`src/design/afe_pkg.sv`:
```
// Shared types and constants of the API frame encoder.
`default_nettype none

package afe_pkg;

	// Item codes on the func input
	localparam logic FUNC_HEADER = 1'b0;
	localparam logic FUNC_DATA   = 1'b1;

	// Frame kinds carried by a header request
	typedef enum logic [1:0] {
		KIND_TX     = 2'd0,
		KIND_LOCAL  = 2'd1,
		KIND_REMOTE = 2'd2,
		KIND_BAD    = 2'd3
	} frame_kind_t;

	// Frame bytes and codes
	localparam logic [7:0] START_DELIM = 8'h7E;
	localparam logic [7:0] TYPE_TX     = 8'h10;
	localparam logic [7:0] TYPE_LOCAL  = 8'h08;
	localparam logic [7:0] TYPE_REMOTE = 8'h17;
	localparam logic [7:0] FID_FIRST   = 8'h01;
	localparam logic [7:0] FID_LAST    = 8'hFF;
	localparam int         OPT_CRYPT   = 1;

	// Length field offsets over the payload length
	localparam logic [15:0] LEN_TX     = 16'd14;
	localparam logic [15:0] LEN_LOCAL  = 16'd4;
	localparam logic [15:0] LEN_REMOTE = 16'd15;

	// Header bytes before the checksum slot, per kind
	localparam int          IDX_W       = 5;
	localparam logic [4:0]  BODY_TX     = 5'd17;
	localparam logic [4:0]  BODY_LOCAL  = 5'd7;
	localparam logic [4:0]  BODY_REMOTE = 5'd18;
	localparam logic [4:0]  SUM_FIRST   = 5'd3;
	localparam int          MAX_RESULTS = 19;

	localparam int PLEN_W = 9;

	// Work queue between front and back
	localparam int QDEPTH = 4;
	localparam int QPTR_W = 2;
	localparam int QCNT_W = 3;

	typedef enum logic [1:0] {
		JOB_HDR  = 2'd0,
		JOB_DATA = 2'd1,
		JOB_ERR  = 2'd2
	} job_op_t;

	typedef struct packed {
		job_op_t            op;
		frame_kind_t        kind;
		logic [PLEN_W-1:0]  plen;
		logic [7:0]         fid;
		logic [63:0]        a64;
		logic [15:0]        a16;
		logic [7:0]         bcr;
		logic [7:0]         opt;
		logic [15:0]        cmd;
		logic [7:0]         data;
		logic               last;
	} job_t;

endpackage

`default_nettype wire

```
`src/design/afe_front.sv`:
```
// Front part: classifies requests, tracks frame state and issues work jobs.
`default_nettype none

module afe_front import afe_pkg::*; #(
	parameter int MAX_PAYLOAD    = 256,
	parameter int CRYPT_OVERHEAD = 4
) (
	input  wire logic              clk,
	input  wire logic              arst_n,
	input  wire logic              accept,
	input  wire logic              func,
	input  wire logic [1:0]        frame_kind,
	input  wire logic [PLEN_W-1:0] payload_length,
	input  wire logic [63:0]       dest_addr64,
	input  wire logic [15:0]       dest_addr16,
	input  wire logic [7:0]        broadcast_radius,
	input  wire logic [7:0]        tx_options,
	input  wire logic [15:0]       at_command,
	input  wire logic [7:0]        data_byte,
	output job_t                   job,
	output logic                   job_valid
);

	localparam int LIMIT_PLAIN = MAX_PAYLOAD;
	localparam int LIMIT_CRYPT = MAX_PAYLOAD - CRYPT_OVERHEAD;
	localparam int LIM_W       = $clog2(MAX_PAYLOAD + 1);
	localparam int CMP_W       = (LIM_W > PLEN_W) ? LIM_W : PLEN_W;

	logic [7:0]        fid_q;
	logic [PLEN_W-1:0] rem_q;
	logic              drop_q;
	frame_kind_t       kind;
	logic              too_big;
	logic [PLEN_W-1:0] rem_dec;

	assign kind    = frame_kind_t'(frame_kind);
	assign rem_dec = rem_q - PLEN_W'(1);
	assign too_big = tx_options[OPT_CRYPT]
		? (CMP_W'(payload_length) > CMP_W'(LIMIT_CRYPT))
		: (CMP_W'(payload_length) > CMP_W'(LIMIT_PLAIN));

	// Build the job for the current request
	always_comb begin
		job.op   = JOB_DATA;
		job.kind = kind;
		job.plen = payload_length;
		job.fid  = fid_q;
		job.a64  = dest_addr64;
		job.a16  = dest_addr16;
		job.bcr  = broadcast_radius;
		job.opt  = tx_options;
		job.cmd  = at_command;
		job.data = data_byte;
		job.last = (rem_q == PLEN_W'(1));
		job_valid = 1'b0;
		if (func == FUNC_DATA) begin
			job_valid = (rem_q != '0) && !drop_q;
		end else begin
			unique case (kind)
				KIND_BAD: job_valid = 1'b0;
				KIND_TX: begin
					job_valid = 1'b1;
					job.op    = too_big ? JOB_ERR : JOB_HDR;
				end
				default: begin
					job_valid = 1'b1;
					job.op    = JOB_HDR;
				end
			endcase
		end
	end

	// Advance frame state on each accepted request
	always_ff @(posedge clk or negedge arst_n) begin
		if (!arst_n) begin
			fid_q  <= FID_FIRST;
			rem_q  <= '0;
			drop_q <= 1'b0;
		end else if (accept) begin
			if (func == FUNC_DATA) begin
				if (rem_q != '0) begin
					rem_q <= rem_dec;
					if (drop_q && rem_dec == '0) begin
						drop_q <= 1'b0;
					end
				end
			end else if (kind != KIND_BAD) begin
				rem_q <= payload_length;
				if (kind == KIND_TX && too_big) begin
					drop_q <= (payload_length != '0);
				end else begin
					drop_q <= 1'b0;
					fid_q  <= (fid_q == FID_LAST) ? FID_FIRST : fid_q + 8'd1;
				end
			end
		end
	end

endmodule

`default_nettype wire

```
`src/design/afe_fifo.sv`:
```
// Short job queue that decouples the front part from the back part.
`default_nettype none

module afe_fifo import afe_pkg::*; (
	input  wire logic clk,
	input  wire logic arst_n,
	input  wire logic push,
	input  job_t      wdata,
	output logic      full,
	input  wire logic pop,
	output job_t      rdata,
	output logic      empty
);

	job_t              mem [QDEPTH];
	logic [QPTR_W-1:0] wr_ptr_q;
	logic [QPTR_W-1:0] rd_ptr_q;
	logic [QCNT_W-1:0] count_q;

	assign full  = (count_q == QCNT_W'(QDEPTH));
	assign empty = (count_q == '0);
	assign rdata = mem[rd_ptr_q];

	// Store incoming jobs
	always_ff @(posedge clk) begin
		if (push) begin
			mem[wr_ptr_q] <= wdata;
		end
	end

	// Advance pointers and fill count
	always_ff @(posedge clk or negedge arst_n) begin
		if (!arst_n) begin
			wr_ptr_q <= '0;
			rd_ptr_q <= '0;
			count_q  <= '0;
		end else begin
			if (push) begin
				wr_ptr_q <= wr_ptr_q + QPTR_W'(1);
			end
			if (pop) begin
				rd_ptr_q <= rd_ptr_q + QPTR_W'(1);
			end
			if (push && !pop) begin
				count_q <= count_q + QCNT_W'(1);
			end else if (pop && !push) begin
				count_q <= count_q - QCNT_W'(1);
			end
		end
	end

	a_no_overflow: assert property (@(posedge clk) disable iff (!arst_n)
		push |-> !full || pop)
		else $error("job queue written while full");

	a_no_underflow: assert property (@(posedge clk) disable iff (!arst_n)
		pop |-> !empty)
		else $error("job queue read while empty");

endmodule

`default_nettype wire

```
`src/design/afe_back.sv`:
```
// Back part: serialises jobs into frame bytes and keeps the checksum.
`default_nettype none

module afe_back import afe_pkg::*; (
	input  wire logic clk,
	input  wire logic arst_n,
	input  job_t      job,
	input  wire logic job_avail,
	output logic      job_pop,
	output logic [7:0] frame_byte,
	output logic      frame_end,
	output logic      oversize_error,
	output logic      run_last,
	output logic      empty,
	input  wire logic pop
);

	logic [IDX_W-1:0] idx_q;
	logic [7:0]       sum_q;
	logic             out_valid_q;
	logic [7:0]       byte_q;
	logic             end_q;
	logic             err_q;
	logic             last_q;

	logic [7:0]       seq [32];
	logic [IDX_W-1:0] body_n;
	logic [15:0]      len;
	logic [7:0]       ftype;
	logic             load;
	logic             work;
	logic [7:0]       cur_byte;
	logic             cur_end;
	logic             cur_err;
	logic             cur_done;
	logic             cur_sum;
	logic             sum_restart;

	assign load = !out_valid_q || pop;
	assign work = job_avail && load;

	// Lay out the header bytes of the frame kind
	always_comb begin
		for (int i = 0; i < 32; i++) begin
			seq[i] = '0;
		end
		unique case (job.kind)
			KIND_TX: begin
				len    = LEN_TX + 16'(job.plen);
				ftype  = TYPE_TX;
				body_n = BODY_TX;
			end
			KIND_LOCAL: begin
				len    = LEN_LOCAL + 16'(job.plen);
				ftype  = TYPE_LOCAL;
				body_n = BODY_LOCAL;
			end
			default: begin
				len    = LEN_REMOTE + 16'(job.plen);
				ftype  = TYPE_REMOTE;
				body_n = BODY_REMOTE;
			end
		endcase
		seq[0] = START_DELIM;
		seq[1] = len[15:8];
		seq[2] = len[7:0];
		seq[3] = ftype;
		seq[4] = job.fid;
		if (job.kind == KIND_LOCAL) begin
			seq[5] = job.cmd[15:8];
			seq[6] = job.cmd[7:0];
		end else begin
			for (int i = 0; i < 8; i++) begin
				seq[5 + i] = job.a64[8 * (7 - i) +: 8];
			end
			seq[13] = job.a16[15:8];
			seq[14] = job.a16[7:0];
			if (job.kind == KIND_TX) begin
				seq[15] = job.bcr;
				seq[16] = job.opt;
			end else begin
				seq[15] = job.opt;
				seq[16] = job.cmd[15:8];
				seq[17] = job.cmd[7:0];
			end
		end
	end

	// Pick the byte for the current step of the job
	always_comb begin
		cur_byte    = '0;
		cur_end     = 1'b0;
		cur_err     = 1'b0;
		cur_done    = 1'b1;
		cur_sum     = 1'b0;
		sum_restart = 1'b0;
		unique case (job.op)
			JOB_HDR: begin
				if (idx_q == body_n) begin
					cur_byte = ~sum_q;
					cur_end  = 1'b1;
				end else begin
					cur_byte    = seq[idx_q];
					cur_sum     = (idx_q >= SUM_FIRST);
					sum_restart = (idx_q == SUM_FIRST);
					cur_done    = (idx_q == body_n - IDX_W'(1)) && (job.plen != '0);
				end
			end
			JOB_DATA: begin
				if (idx_q == '0) begin
					cur_byte = job.data;
					cur_sum  = 1'b1;
					cur_done = !job.last;
				end else begin
					cur_byte = ~sum_q;
					cur_end  = 1'b1;
				end
			end
			JOB_ERR: begin
				cur_err = 1'b1;
			end
			default: begin
				cur_done = 1'b1;
			end
		endcase
	end

	assign job_pop = work && cur_done;

	// Hold the step index and the running sum
	always_ff @(posedge clk or negedge arst_n) begin
		if (!arst_n) begin
			idx_q <= '0;
			sum_q <= '0;
		end else if (work) begin
			idx_q <= cur_done ? '0 : idx_q + IDX_W'(1);
			if (cur_sum) begin
				sum_q <= sum_restart ? cur_byte : sum_q + cur_byte;
			end
		end
	end

	// Output stage: load a new byte when free or when the current one leaves
	always_ff @(posedge clk or negedge arst_n) begin
		if (!arst_n) begin
			out_valid_q <= 1'b0;
		end else if (load) begin
			out_valid_q <= job_avail;
		end
	end

	always_ff @(posedge clk) begin
		if (work) begin
			byte_q <= cur_byte;
			end_q  <= cur_end;
			err_q  <= cur_err;
			last_q <= cur_done;
		end
	end

	assign frame_byte     = byte_q;
	assign frame_end      = end_q;
	assign oversize_error = err_q;
	assign run_last       = last_q;
	assign empty          = !out_valid_q;

	a_end_is_last: assert property (@(posedge clk) disable iff (!arst_n)
		out_valid_q && end_q |-> last_q)
		else $error("checksum byte not marked as last of its request");

	a_err_shape: assert property (@(posedge clk) disable iff (!arst_n)
		out_valid_q && err_q |-> byte_q == '0 && last_q && !end_q)
		else $error("oversize result malformed");

	a_idx_range: assert property (@(posedge clk) disable iff (!arst_n)
		idx_q < IDX_W'(MAX_RESULTS))
		else $error("header step index out of range");

endmodule

`default_nettype wire

```
`src/design/api_frame_encoder_top.sv`:
```
// Top level of the API frame encoder: front, job queue and back.
//
// Input channel: a request is taken at a rising edge with push high and full
// low. A header request (func = 0) opens a frame of the given kind; payload
// requests (func = 1) carry one byte each. Result channel: while empty is low
// the oldest frame byte sits on frame_byte with its flags, and it leaves at a
// rising edge with pop high. run_last marks the last byte of each request.
// When the queue and back part are idle, the first byte of a request is written
// into the job queue, then into the output register, and can leave at the next edge.
// Throughput: while the receiver keeps popping, payload bytes flow at one per
// cycle; a header produces 7 to 19 bytes (a rejected oversize transmit header
// gives a single byte), one per cycle from the back part, while the front keeps
// taking requests until the four-entry job queue fills, so full is raised
// during header bursts. Requests that produce no byte (stray or dropped
// payload, unknown kind) never enter the queue.
// A stalled receiver holds the output byte; the queue then fills and full
// stalls the sender. Reset empties the queue and output stage, clears the
// checksum and payload count, and sets the frame id to one.
`default_nettype none

module api_frame_encoder_top import afe_pkg::*; #(
	parameter int MAX_PAYLOAD    = 256,
	parameter int CRYPT_OVERHEAD = 4
) (
	input  wire logic              clk,
	input  wire logic              arst_n,
	input  wire logic              push,
	output logic                   full,
	input  wire logic              func,
	input  wire logic [1:0]        frame_kind,
	input  wire logic [PLEN_W-1:0] payload_length,
	input  wire logic [63:0]       dest_addr64,
	input  wire logic [15:0]       dest_addr16,
	input  wire logic [7:0]        broadcast_radius,
	input  wire logic [7:0]        tx_options,
	input  wire logic [15:0]       at_command,
	input  wire logic [7:0]        data_byte,
	output logic                   empty,
	input  wire logic              pop,
	output logic [7:0]             frame_byte,
	output logic                   frame_end,
	output logic                   oversize_error,
	output logic                   run_last
);

	logic accept;
	job_t front_job;
	logic front_valid;
	job_t queue_job;
	logic queue_empty;
	logic queue_full;
	logic back_pop;

	assign full   = queue_full;
	assign accept = push && !queue_full;

	afe_front #(
		.MAX_PAYLOAD    (MAX_PAYLOAD),
		.CRYPT_OVERHEAD (CRYPT_OVERHEAD)
	) u_front (
		.clk              (clk),
		.arst_n           (arst_n),
		.accept           (accept),
		.func             (func),
		.frame_kind       (frame_kind),
		.payload_length   (payload_length),
		.dest_addr64      (dest_addr64),
		.dest_addr16      (dest_addr16),
		.broadcast_radius (broadcast_radius),
		.tx_options       (tx_options),
		.at_command       (at_command),
		.data_byte        (data_byte),
		.job              (front_job),
		.job_valid        (front_valid)
	);

	afe_fifo u_fifo (
		.clk    (clk),
		.arst_n (arst_n),
		.push   (accept && front_valid),
		.wdata  (front_job),
		.full   (queue_full),
		.pop    (back_pop),
		.rdata  (queue_job),
		.empty  (queue_empty)
	);

	afe_back u_back (
		.clk            (clk),
		.arst_n         (arst_n),
		.job            (queue_job),
		.job_avail      (!queue_empty),
		.job_pop        (back_pop),
		.frame_byte     (frame_byte),
		.frame_end      (frame_end),
		.oversize_error (oversize_error),
		.run_last       (run_last),
		.empty          (empty),
		.pop            (pop)
	);

endmodule

`default_nettype wire

```
`config.mk`:
```
export PLATFORM = sky130hd
export DESIGN_NAME = api_frame_encoder_top
export DESIGN_NICKNAME = d
export VERILOG_FILES = /design/src/design/afe_pkg.sv /design/src/design/afe_front.sv /design/src/design/afe_fifo.sv /design/src/design/afe_back.sv /design/src/design/api_frame_encoder_top.sv
export SDC_FILE = /design/constraint.sdc
export NUM_CORES = 1
export LEC_CHECK = 0
export BUFFER_PORTS_ARGS = -buffer_cell sky130_fd_sc_hd__buf_4
export CORE_ASPECT_RATIO = 1.2
export CORE_MARGIN = 2
export CORE_UTILIZATION = 30
export CTS_BUF_LIST = sky130_fd_sc_hd__clkbuf_4
export CTS_CLUSTER_DIAMETER = 80
export DETAILED_ROUTE_END_ITERATION = 8
export GPL_TIMING_DRIVEN = 0
export PLACE_DENSITY = 0.56
export SLEW_MARGIN = 20
export SYNTH_ARGS = -nofsm -noshare
export SYNTH_HDL_FRONTEND = slang
export SYNTH_SLANG_ARGS = --single-unit
export TNS_END_PERCENT = 100
```
`constraint.sdc`:
```
create_clock -name clk -period 6.6 [get_ports clk]
set_input_delay 1.32 -clock clk [delete_from_list [all_inputs] [get_ports clk]]
set_output_delay 1.32 -clock clk [all_outputs]
set_load 0.005 [all_outputs]
```
Word-level counts from Yosys, hierarchy flattened
Memories as Yosys holds them, arrays and structs flattened. Index checks and enable logic that the tools add are counted.

Flip-flop bits (word level): 50. Logic and storage cells: 126. Output and inout port bits: 13. Bits in writable memories: 568. Memories: 1. Input port bits: 136.

Memory list: u_fifo.mem (words 4, bits a word 142, rd ports 1, clocked after Yosys merged registers in 0, wr ports 1, RTL line afe_fifo.sv:15) `job_t mem [QDEPTH];`.

Eq/ne operators: 13. $lt $le $gt $ge: 4. Reduce and logical (&&, ||, !) cells: 33. Bitwise operators: 4. Add/subtract/negate cells: 12. Multiplexer cells: 46.

Operator list (number): 88-bit two-way mux (1); 8-bit two-way mux (7); 8-bit binary-select mux with 5-bit select (1); 16-bit two-way mux (2); 16-bit one-hot mux with 2 select lines (1); 9-bit two-way mux (3); 9-bit nonzero test (3); 4-bit by 9-bit adder with 10-bit output (first input constant) (2); 5-bit one-hot mux with 2 select lines (2); 1-bit two-way mux (19); 8-bit one-hot mux with 2 select lines (1); 3-bit by 9-bit adder with 10-bit output (first input constant) (1); 5-bit == test (2); 1-bit logical AND (10); 9-bit by 1-bit == test with 1-bit output (second input constant) (1); 9-bit by 8-bit greater-than comparator with 1-bit output (second input constant) (1); 9-bit greater-than comparator (second input constant) (1); 9-bit logical NOT (1); 9-bit by 1-bit subtractor with 9-bit output (second input constant) (1); 8-bit by 1-bit adder with 8-bit output (second input constant) (1); 8-bit adder (1); 8-bit == test (second input constant) (1); 8-bit inverter (1); 4-bit AND reduction (2); other kinds (28) (46).

Logic depth before layout (Yosys ltp)
An unclocked memory read counts as a cell.

Word-level depth: 12. Mapped depth: 25. Gate-level depth less buffers: 23.

By module
A second synthesis with hierarchy kept.

Cells, all modules: 1528. Area, all modules: 26724.4 um2.

By module, submodules not included: afe_fifo (cells an instance 776, area each 20850.0 um2, times used 1, sequential area each 17231.5 um2); afe_back (cells an instance 470, area each 3577.2 um2, times used 1, sequential area each 680.7 um2); afe_front (cells an instance 279, area each 2278.4 um2, times used 1, sequential area each 451.7 um2); api_frame_encoder_top (cells an instance 3, area each 18.8 um2, times used 1, sequential area each 0.0 um2).

Worst setup path before layout
Ideal clock, no wire load.

Path type: input -> register. From: in frame_kind[0]. To: mem u_fifo.mem[0][0] (netlist bit), enable pin. Path slack: 0.490 ns. Required time: 6.082 ns. Cell stages on the path: 5. Path buffers: 0. Arrival: 5.592 ns. Setup time: 0.518 ns. Cell sequence: ha_1 > nor2b_1 > a211oi_1 > a21boi_1 > and2_1.

Word-level cells in the longest chain between the ends: 6.

Ends and longest elaborated chain: start, declared (RTL line api_frame_encoder_top.sv:30) `input wire logic [1:0] frame_kind,`; 2-bit == test (RTL line afe_front.sv:59) `unique case (kind)`; 1-bit two-way mux (RTL line afe_front.sv:59); 1-bit two-way mux (RTL line afe_front.sv:56) `if (func == FUNC_DATA) begin`; 1-bit logical AND (RTL line api_frame_encoder_top.sv:80) `.push (accept && front_valid),`; net u_fifo.push (RTL line afe_fifo.sv:7) `input wire logic push,`; 1-bit two-way mux (RTL line afe_fifo.sv:26) `if (push) begin`; 1-bit two-way mux (implied by the code) (RTL line afe_fifo.sv:27) `mem[wr_ptr_q] <= wdata;`; end, declared (RTL line afe_fifo.sv:15).

The timed path passes the listed nets, and every way through them passes these cells.

Worst setup path after layout
From: reg u_fifo.rd_ptr_q[1]. To: reg u_back.sum_q[7].

Word-level cells in the longest chain between the ends: 11. Elaborated cells on any way between the ends: 29. Classes of those cells: add/sub: 4; eq/ne: 3; mux: 18; reduce/logical: 3; memory: 1.

Ends and longest elaborated chain: start, declared (RTL line afe_fifo.sv:17) `logic [QPTR_W-1:0] rd_ptr_q;`; start signal, assigned (RTL line afe_fifo.sv:42) `rd_ptr_q <= rd_ptr_q + QPTR_W'(1);`; memory read 4 x 142 bit *; branches (longest 7 deep; another with 4-bit by 9-bit adder with 10-bit output); 8-bit one-hot mux with 2 select lines * (RTL line afe_back.sv:97) `unique case (job.op)`; net u_back.cur_byte[3] (RTL line afe_back.sv:32) `logic [7:0] cur_byte;`; 8-bit adder * (RTL line afe_back.sv:138) `sum_q <= sum_restart ? cur_byte : sum_q + cur_byte;`; 8-bit two-way mux * (RTL line afe_back.sv:138); end signal, assigned (RTL line afe_back.sv:138); end, declared (RTL line afe_back.sv:19) `logic [7:0] sum_q;`.

Mark *: on every way through the listed nets, which the timed path passes. The select of a mux whose other input is x is not followed. A chain may end at the register's enable or synchronous reset.

==> summary.md <==
| Metric | Value |
|---|---|
| Status | finished, final reports clean |
| Initial Util | between 30% and 40% |
| Tmin final | 6.23 ns |
| Layout net count | approximately 1800 |
| Drt drc | 0 |
| Post-Synth Simple-Gate Area | about 4.3% |
| Critical setup path kind | reg -> reg |
| Hold WS | ~0.36 ns |
| Synth area leaders | edfxtp_1 (68%), mux4_2 (14%), dfrtp_1 (3.7%) |
| First-pass GRT wire length | 99.3 mm |
| Most frequent cells in the layout | edfxtp_1 (579), clkbuf_4 (228), buf_4 (160) |
| Final setup viols | 0 |
| Pwr Density | 452 mW/mm^2 |
| Leak | between 10 and 15 nW |
| Max clock buf depth | 3 |
| Num ports | approximately 150 |
| Largest net degree at the start of global routing | 44 |
| Area Growth Syn to Fin | 19.1% |
| Pre-CTS setup slack | 0.142 ns |
| Leading cell type in the layout, fill and taps excluded | edfxtp_1 |
| Maximum vdd drop | roughly 0.14 mV |
| Layout Skew | a little over 0.06 ns |
| Synth Cell Area | 0.0256 mm^2 |
| FMAX | 0.161 GHz |
| Largest area contributor in the netlist | edfxtp_1 |
| DR vias/cell | ~4.9 |
| Global route overflow | 0 |
| Drt pass-1 iters | 6 |
| Clock Sinks | a little over 600 |
| Vias in the first global route | around 15000 |
| Hold WC Path Type | in -> async |
| Hold_buf cts | 0 |
| Yosys top cell area share | approximately 68% |
| Core footprint | 0.0846 mm^2 |
| CP most frequent cell | buf_4 |
| Worst path cell trace | buf_4 -> buf_4 -> buf_4 -> buf_2 -> buf_2 -> clkbuf_1 -> mux4_2 -> a222oi_1 -> o21ai_0 -> nand2_1 -> a21boi_0 -> o31ai_1 -> o211ai_1 -> ha_1 -> inv_1 -> o21bai_1 -> a21oi_1 -> nor2_1 -> a211oi_1 -> nor3_1 -> o211ai_1 -> nor4bb_1 |
| H-tree Lvls | 4 |
| Max stage delay on crit path | 0.67 ns |
| Initial antenna violation count | 8 |
| CTS tree | done |
| Routed via count | 14466 |
| Die width | around 270 um |
| Switching Fraction | about a third |
| Worst Tran Pin Value | roughly 1.1 ns |
| Die ar. | a little under 0.09 mm^2 |
| CP max-delay cell | clkbuf_1 |
| Main combinational cell family by area after synthesis | multiplexers |
| Post-synthesis xor/xnor area fraction | less than 1% |
| Synth Flop Type | edfxtp_1 |
| Synth Area in Compound Gates | ~4.7% |
| Register area share after synthesis | between 70% and 80% |
| Clock share of power | between 20% and 30% |
| Input/output buffers | 147 |
| FF+latch count, synth | 618 |
| Syn nets | approximately 1500 |
| Post-synthesis mux area share | around 15% |
| Synth Warn # | 0 |
| Post-synth EDFFs | about 580 |
| Max-cap viol count | 0 |
| Total GRT Usage | roughly 16% |
| Chip height | 324 um |
| DRT antenna net count | 0 |
| Post-Synth Adder-Cell Area | between 1 and 1.5% |
| Fin crit share | 94.3% |
| Layout cells sized above 1 | 34.5% |
| DR WL/cell | between 20 and 25 um |
| Cell family with most CP delay | compound AO/OA/AOI/OAI gates |
| Post-Synthesis Cells | ~1400 |
| GPL Wtd Cong | around 0.86 |
| Total CTS buffers | between 150 and 200 |
| CP required | approximately 7.5 ns |
| Synthesized area per cell | 18.8 um^2 |
| Insertion delay to the later sink of the worst-skew pair | between 0.9 and 1 ns |
| Worst path buffer plus inverter count | 7 |
| Worst Setup Start Kind | flip-flop |
| CTS root buffer | clkbuf_4 |
| Post-route worst setup slack | approximately 0.37 ns |
| CP arrival | 7.09 ns |
| Async S/R FF share, synth | between 6 and 7% |
| Sequential power share | between 30% and 40% |
| Num rows | approximately 120 |
| Detailed Route WL | roughly 68 mm |
| Setup crit end kind | flip-flop |
| RSZ-0062 raised after global routing | false |
| Sw power | 4.76 mW |
| Pint | between 8 and 9 mW |
| Slew HR | between 20% and 30% |
| Worst-path maximum fanout | 10 |
| Final Hold Fails | 0 |
| Initial DRC count | 1033 |
| Max-slew violation count | 0 |
| Power Total | around 14 mW |
| Final HPWL DP | ~46 mm |
| Gate power share | roughly 37% |
| Clk slew on worst S/H paths | around 0.07 ns |
| Synth cell types | 74 |
## per-layer routing
layer	share of wire [%]	vias to the layer above	track usage, %	wire, um
met4	2.1	10	5.39	1410
met1	39	7516	18.2	26500
met5	0.11	-	0	74
met3	6.2	118	4.29	4200
li1	-	6328	-	-
met2	53	494	27.6	35600
## kinds of logic (layout without fill, tap and decap cells)
| family | Yosys count | count (layout) |
|---|---|---|
| and+or+nand+nor | 218 | 218 |
| buffers and inverters | 97 | 539 |
| other | 0 | 4 |
| AOI/OAI and AO/OA | 188 | 188 |
| adders and majority gates | 28 | 28 |
| DFF | 618 | 618 |
| muxes | 181 | 181 |
| xor gates and xnor gates | 27 | 27 |
## power by group through the flow
stage	logic, mW	clock network [mW]	registers (mW)
2_1_floorplan	3.40	0	5.46
5_1_grt	5.57	3.56	5.43
4_1_cts	5.23	3.36	5.38
6_report	5.14	3.24	5.37
3_5_place_dp	5.21	0	5.46
3_3_place_gp	5.05	0	5.63
## registers in the layout (all words and copies together) (netlist names)
name and count:
u_back.run_last 1, u_fifo.rd_ptr_q 2, u_back.frame_end 1, u_front.fid_q 8
u_back.out_valid_q 1, u_fifo.count_q 3, u_back.sum_q 8, u_front.drop_q 1
u_back.oversize_error 1, u_back.idx_q 5, u_fifo.mem 568, u_front.rem_q 9
u_back.frame_byte 8, u_fifo.wr_ptr_q 2
## cell usage after synthesis, types with 6 or more instances
master,instances
a211oi_1,9
clkbuf_1,26
nand2b_1,6
buf_4,13
nor3_1,15
ha_1,26
inv_1,26
buf_1,7
buf_6,9
mux2i_1,18
edfxtp_1,579
o211ai_1,12
nor2_1,37
xor2_1,13
o22ai_1,15
a21oi_1,35
mux2_2,9
nand2_1,74
buf_2,13
dfrtp_1,38
nand3_1,24
a31oi_1,23
xnor2_1,14
nor2b_1,9
o21ai_0,42
a22oi_1,7
and3_1,12
mux4_2,154
## layout make-up
class | count | area, um^2
Tap cell | 1130 | 1410
Timing Repair Buffer | 159 | 1430
Sequential cell | 618 | 18400
Clock buffer | 228 | 1710
Clock inverter | 55 | 305
Antenna cell | 4 | 10.0
Buffer | 70 | 430
Fill cell | 8098 | 54200
Inverter | 27 | 101
Multi-Input combinational cell | 642 | 6680
## path summary, 6_finish.rpt
kind | startpoint | end | slack, ns | cells past startpoint
worst max-delay path | u_fifo.rd_ptr_q[1] | u_back.sum_q[7] | 0.37 | 22
worst min-delay path | arst_n | u_front.rem_q[2] | 0.36 | 1
worst max register to register | u_fifo.rd_ptr_q[1] | u_back.sum_q[7] | 0.37 | 22
worst min register to register | u_fifo.count_q[2] | u_fifo.count_q[2] | 0.50 | 1
max in group asynchronous | arst_n | u_front.fid_q[1] | 5.81 | 1
min in group clk | u_fifo.count_q[2] | u_fifo.count_q[2] | 0.50 | 1
## metrics by stage
step | util (%) | cell area (um^2) | std cells | TNS (ns)
2_1_floorplan | - | 25600 | 1357 | 0
3_5_place_dp | 33.6 | 28400 | 2646 | 0
3_3_place_gp | 33.2 | 28100 | 2634 | -1696.50
5_1_grt | 36.0 | 30400 | 2931 | 0
6_report | 36.0 | 30400 | 2933 | 0
4_1_cts | 36.0 | 30400 | 2929 | 0
## timing repair
action,CTS,global route
buffers inserted,0,0
endpoints found under the setup margin,0,1
gates resized for setup,0,4
## worst register-to-register path: stages (launching register included)
cell and delay (ns):
dfrtp_1 0.32, buf_4 0.20, buf_4 0.25, buf_4 0.24
buf_2 0.30, buf_2 0.38, clkbuf_1 0.67, mux4_2 0.49
a222oi_1 0.35, o21ai_0 0.15, nand2_1 0.09, a21boi_0 0.12
o31ai_1 0.52, o211ai_1 0.24, ha_1 0.35, inv_1 0.09
o21bai_1 0.08, a21oi_1 0.27, nor2_1 0.08, a211oi_1 0.42
nor3_1 0.09, o211ai_1 0.19, nor4bb_1 0.24
Power figures use the tool's default switching activity.
